<file path="config.mk">
export PLATFORM = sky130hd
export DESIGN_NAME = ptb_div
export DESIGN_NICKNAME = d
export VERILOG_FILES = /design/src/sv/ptb_pkg.sv /design/src/sv/ptb_div.sv
export SDC_FILE = /design/constraint.sdc
export NUM_CORES = 2
export LEC_CHECK = 0
export ABC_CLOCK_PERIOD_IN_PS = 13170
export BUFFER_PORTS_ARGS = -buffer_cell sky130_fd_sc_hd__buf_2
export CAP_MARGIN = 10
export CORE_ASPECT_RATIO = 1.75
export CORE_UTILIZATION = 37
export DETAILED_ROUTE_END_ITERATION = 16
export HOLD_SLACK_MARGIN = 0.08
export PLACE_DENSITY = 0.51
export SYNTH_ARGS = -nofsm -noshare
export SYNTH_HDL_FRONTEND = slang
export SYNTH_SLANG_ARGS = --single-unit
</file>
<file path="constraint.sdc">
create_clock -name i_clk -period 13.17 [get_ports i_clk]
set_clock_uncertainty 0.15 [all_clocks]
set_input_delay 0 -clock i_clk [delete_from_list [all_inputs] [get_ports i_clk]]
set_output_delay 0 -clock i_clk [all_outputs]
set_load 0.005 [all_outputs]
</file>
<file path="src/sv/ptb_pkg.sv">
// ----------------------------------------------------------------------------
// ptb_pkg
// Shared constants and types for the barycentric point-in-triangle core.
// ----------------------------------------------------------------------------
package ptb_pkg;

    localparam int CoordWidthDef = 16;
    localparam int FracBitsDef   = 14;
    localparam int TOL_W         = 14;
    localparam logic [TOL_W-1:0] TOL_RESET = 14'd16;

    // Control bits that travel alongside each item through the pipeline.
    typedef struct packed {
        logic valid;
        logic degen;
        logic in_tri;
    } t_ctl;

endpackage

</file>
<file path="src/sv/ptb_div.sv">
// ----------------------------------------------------------------------------
// ptb_div
// Pipelined restoring divider for one texture axis: rounds nx/den to the
// nearest step (ties upward), adds the base coordinate and saturates.
// Two preparation stages, then one quotient bit per stage.
// ----------------------------------------------------------------------------
module ptb_div #(
    parameter int CW = ptb_pkg::CoordWidthDef
) (
    input  logic                   i_clk,
    input  logic                   i_en,
    input  logic signed [3*CW+4:0] i_nx,
    input  logic signed [2*CW+2:0] i_den,
    input  logic signed [CW-1:0]   i_base,
    output logic signed [CW-1:0]   o_res
);
    import ptb_pkg::*;

    localparam int XW  = 2 * CW + 3;
    localparam int NXW = 3 * CW + 5;
    localparam int MW  = NXW + 2;
    localparam int DW  = XW;
    localparam int QB  = CW + 1;
    localparam int CMW = MW + DW + QB;

    // Stage A: floor((2nx + den) / 2den) as a magnitude division.
    logic signed [MW-1:0] n_n;
    logic [MW-1:0]        n_m;
    logic [DW-1:0]        n_d;

    always_comb begin
        n_d = DW'(i_den) << 1;
        n_n = (MW'(i_nx) <<< 1) + MW'(i_den);
        // For a negative numerator the floor needs |N| + D - 1, which is ~N + D.
        n_m = n_n[MW-1] ? (MW'(~n_n) + MW'(n_d)) : MW'(n_n);
    end

    logic [MW-1:0]        ra_m;
    logic [DW-1:0]        ra_d;
    logic                 ra_neg;
    logic signed [CW-1:0] ra_base;

    always_ff @(posedge i_clk) begin
        if (i_en) begin
            ra_m    <= n_m;
            ra_d    <= n_d;
            ra_neg  <= n_n[MW-1];
            ra_base <= i_base;
        end
    end

    // Stage B: an overflowing quotient saturates whatever the base is.
    logic [CMW-1:0] cmp_m, cmp_d;
    assign cmp_m = CMW'(ra_m);
    assign cmp_d = CMW'(ra_d) << QB;

    logic [DW-1:0]        r_rem  [0:QB];
    logic [QB-1:0]        r_q    [0:QB];
    logic [QB-1:0]        r_ml   [0:QB];
    logic [DW-1:0]        r_d    [0:QB];
    logic                 r_neg  [0:QB];
    logic                 r_ovf  [0:QB];
    logic signed [CW-1:0] r_base [0:QB];

    always_ff @(posedge i_clk) begin
        if (i_en) begin
            r_rem[0]  <= DW'(ra_m >> QB);
            r_q[0]    <= '0;
            r_ml[0]   <= ra_m[QB-1:0];
            r_d[0]    <= ra_d;
            r_neg[0]  <= ra_neg;
            r_ovf[0]  <= (cmp_m >= cmp_d);
            r_base[0] <= ra_base;
        end
    end

    for (genvar g = 1; g <= QB; g++) begin : g_step
        logic [DW:0] t;
        logic        ge;

        assign t  = {r_rem[g-1], r_ml[g-1][QB-1]};
        assign ge = (t >= {1'b0, r_d[g-1]});

        always_ff @(posedge i_clk) begin
            if (i_en) begin
                r_rem[g]  <= ge ? DW'(t - {1'b0, r_d[g-1]}) : DW'(t);
                r_q[g]    <= {r_q[g-1][QB-2:0], ge};
                r_ml[g]   <= r_ml[g-1] << 1;
                r_d[g]    <= r_d[g-1];
                r_neg[g]  <= r_neg[g-1];
                r_ovf[g]  <= r_ovf[g-1];
                r_base[g] <= r_base[g-1];
            end
        end
    end

    localparam logic signed [QB+1:0] SatHi = (QB+2)'((64'sd1 <<< (CW - 1)) - 64'sd1);
    localparam logic signed [QB+1:0] SatLo = -SatHi - (QB+2)'(1);

    logic signed [QB:0]   qs;
    logic signed [QB+1:0] sum;

    always_comb begin
        qs  = r_neg[QB] ? -$signed({1'b0, r_q[QB]}) : $signed({1'b0, r_q[QB]});
        sum = (QB+2)'(r_base[QB]) + (QB+2)'(qs);
        if (r_ovf[QB]) begin
            o_res = r_neg[QB] ? CW'(SatLo) : CW'(SatHi);
        end else if (sum > SatHi) begin
            o_res = CW'(SatHi);
        end else if (sum < SatLo) begin
            o_res = CW'(SatLo);
        end else begin
            o_res = CW'(sum);
        end
    end

endmodule

</file>
==> impl_metrics.json <==
{
  "min_period_over_period": 0.492,
  "synthXorXnorAreaFrac": 0.0513,
  "yosysTopAreaCellShare": 0.580,
  "clk_path_buf_depth": 4,
  "wl_met1_mm": 66.5,
  "peakVddDrop_uv": 115,
  "tightestPinTransition_ns": 1.47,
  "crit_path_end_kind": "flop",
  "dp_hpwl_mm": 172,
  "drc": 0,
  "grt_pass1_wl_mm": 343,
  "cap_viol_max_count": 0,
  "setup_viol": 0,
  "core_region_area_um2": 265000,
  "synth.area.top_cells": "edfxtp_1 (58%), ha_1 (9.1%), a21oi_1 (3.1%)",
  "synth_warnings": 0,
  "wl_mm": 225,
  "routabilityCongestion": 0.933,
  "ctsRootBufferMaster": "clkbuf_16",
  "synth_area_leader_cell": "edfxtp_1",
  "synth_area_um2": 98800,
  "place_area_um2": 104000,
  "drt.antenna.violating_nets": 0,
  "cts_resized": 0,
  "clk_pin_slew_ns": 0.06,
  "synth_edf_count": 1909,
  "synth_commonest_cells": "edfxtp_1 (1909), inv_1 (799), ha_1 (719), a21oi_1 (606), nand2_1 (580)",
  "grt_pass1_vias": 65334,
  "clkSinkCount": 1909,
  "die_area_um2": 269000,
  "max_freq_mhz": 154,
  "crit_required_ns": 13.59,
  "p_per_area_nw_per_um2": 220,
  "worstSetupPathType": "input pin to flop",
  "cts_tree": "yes",
  "cp_max_fo": 5,
  "wl_per_cell_um": 18.3,
  "synth_seq_area_share": 0.580,
  "synth.most_common_cell": "edfxtp_1",
  "portBuffers": 121,
  "initial_utilization": 0.372,
  "area_growth_pct": 13.3,
  "grt_max_degree": 192,
  "fp.dieW_um": 393,
  "synth-adder-area-share": 0.0951,
  "final_net_count": 9467,
  "crit_arrival_ns": 6.90,
  "synth_top_family_by_area": "compound AO/OA/AOI/OAI gates",
  "hold_violations": 0,
  "slew_viol_final": 0,
  "setup_tns_ns": 0,
  "die_y_um": 686,
  "ys_types": 108,
  "min_path_cells": 2,
  "synth_compound_area_frac": 0.135,
  "grtUsageTotal": 0.164,
  "reg2regPathDepth": 15,
  "routed_via_density": 5.03,
  "synth_flop_cell": "edfxtp_1",
  "antenna_found_initial": 6,
  "p_leak_nw": 44.7,
  "hold_path_class": "input pin to flop",
  "num_rows": 250,
  "rsz0062_at_grt": "no",
  "drive_gt1_frac": 0.0741,
  "cts_max_level": 4,
  "synth_mux_area_frac": 0.0173,
  "syn_nets": 9031,
  "slew_headroom": 0.0176,
  "ioPinCount": 122,
  "clock_latency_ns": 0.87,
  "cts.hold.buffers_added": 204,
  "fin_crit_ns": 6.48,
  "maxUsedRoutingLayer": "met5",
  "drt_iter0_markers": 2445,
  "overflow": 0,
  "final_cell_area_um2": 112000,
  "dr_total_vias": 62079,
  "dr.pass1.iters": 5,
  "run_status": "finished clean",
  "dr_wl_met3_mm": 5.07,
  "postCtsSetupBuffers": 0,
  "worstSetupStartpointType": "input pin",
  "avgSynthCellArea_um2": 12.1,
  "wl_met2_mm": 135,
  "syn-instance-count": 8187,
  "synthSimpleGateAreaFrac": 0.0842,
  "cts_inserted_buffers": 192,
  "synth_seq_cells": 1909,
  "ys_async_sr_fraction": 0
}
-- worst paths after layout --
check         startpoint             to  slack, ns
min reg2reg    r_q[4][1]      r_q[5][2]       0.22
max             i_den[4]       ra_m[51]       6.69
max reg2reg  r_rem[9][0]  r_rem[10][31]       8.02
min                 i_en     r_q[12][8]       0.18
-- routing by layer --
metal / track usage / vias up
met5: 0 / -
met4: 0.121 / 2
met3: 0.0187 / 561
met2: 0.354 / 890
met1: 0.123 / 29645
li1: - / 30981
-- power by group --
part | leakage [nW] | switching [W] | total, W | internal (W)
combinational | 23.1 | 0.00583 | 0.0101 | 0.00429
clock | 2.91 | 0.00229 | 0.00529 | 0.00300
sequential | 18.7 | 0.000637 | 0.00924 | 0.00861
-- critical path, cell delays in order --
cell and delay, ns:
dlygate4sd3_1 0.53, buf_2 0.14, ha_1 0.34, o21ai_0 0.13
o21ai_0 0.34, a21oi_2 0.17, o21ai_1 0.38, a21o_1 0.21
a21o_1 0.12, a21oi_1 0.10, o311ai_0 0.65, a31oi_1 0.23
o21ai_0 0.24, xnor2_1 0.11, ha_1 0.38, o211ai_1 0.13
nand2_1 0.10, and3_1 0.19, inv_1 0.04, o21ai_0 0.15
a31oi_1 0.10, o21ai_0 0.76, nor4b_4 0.47, a41oi_1 0.18
xnor2_1 0.16, dlygate4sd3_1 0.55
-- kinds of logic (layout without fill, tap and decap cells) --
group                      count (synthesis)  after routing
AOI/OAI and AO/OA                       2143           2143
xor gates and xnor gates                 578            578
adders and majority gates                740            740
buffers and inverters                    938           1519
DFF                                     1909           1909
muxes                                    155            155
other                                      0             36
and+or+nand+nor                         1724           1724
-- metrics by stage --
stage,total power [W],instances,hold WS [ns],utilization,setup slack (ns)
floorplan,0.0167,8187,-0.0511,-,8.57
global placement,0.0192,11752,0.0327,0.391,6.75
detailed placement,0.0194,11753,0.0315,0.391,6.88
CTS,0.0249,12296,0.0906,0.421,6.71
global route,0.0263,12331,0.171,0.422,6.35
finish,0.0247,12332,0.182,0.422,6.69
-- area by class of cell --
type                       count  area [µm²]
fill                       24934      153000
sequential                  1909       57300
multi-input combinational   5340       38000
clock buffer                 227        5000
tap                         3528        4410
timing repair buffer         379        3140
inverter                     801        3010
clock inverter               112         946
antenna                       36        90.1
-- cell usage in the layout (no fill, tap or decap), drive strengths merged, types with 91 or more instances in the layout --
| cell type | count |
|---|---|
| nor2 | 424 |
| buf | 175 |
| xnor2 | 329 |
| inv | 807 |
| o21ai | 594 |
| ha | 719 |
| nand2 | 580 |
| a21o | 333 |
| xor2 | 249 |
| dlygate4sd3 | 204 |
| nand4 | 102 |
| clkbuf | 227 |
| nor2b | 91 |
| a21oi | 610 |
| mux2 | 126 |
| nand2b | 109 |
| edfxtp | 1909 |
-- sequential cells by signal (all words and copies together), names as in the netlist --
signal	flops
ra_d	34
ra_base	16
ra_m	55
r_neg	18
r_rem	595
r_ovf	18
r_ml	153
r_d	578
r_q	153
r_base	288
ra_neg	1
Power figures use the tool's default switching activity.
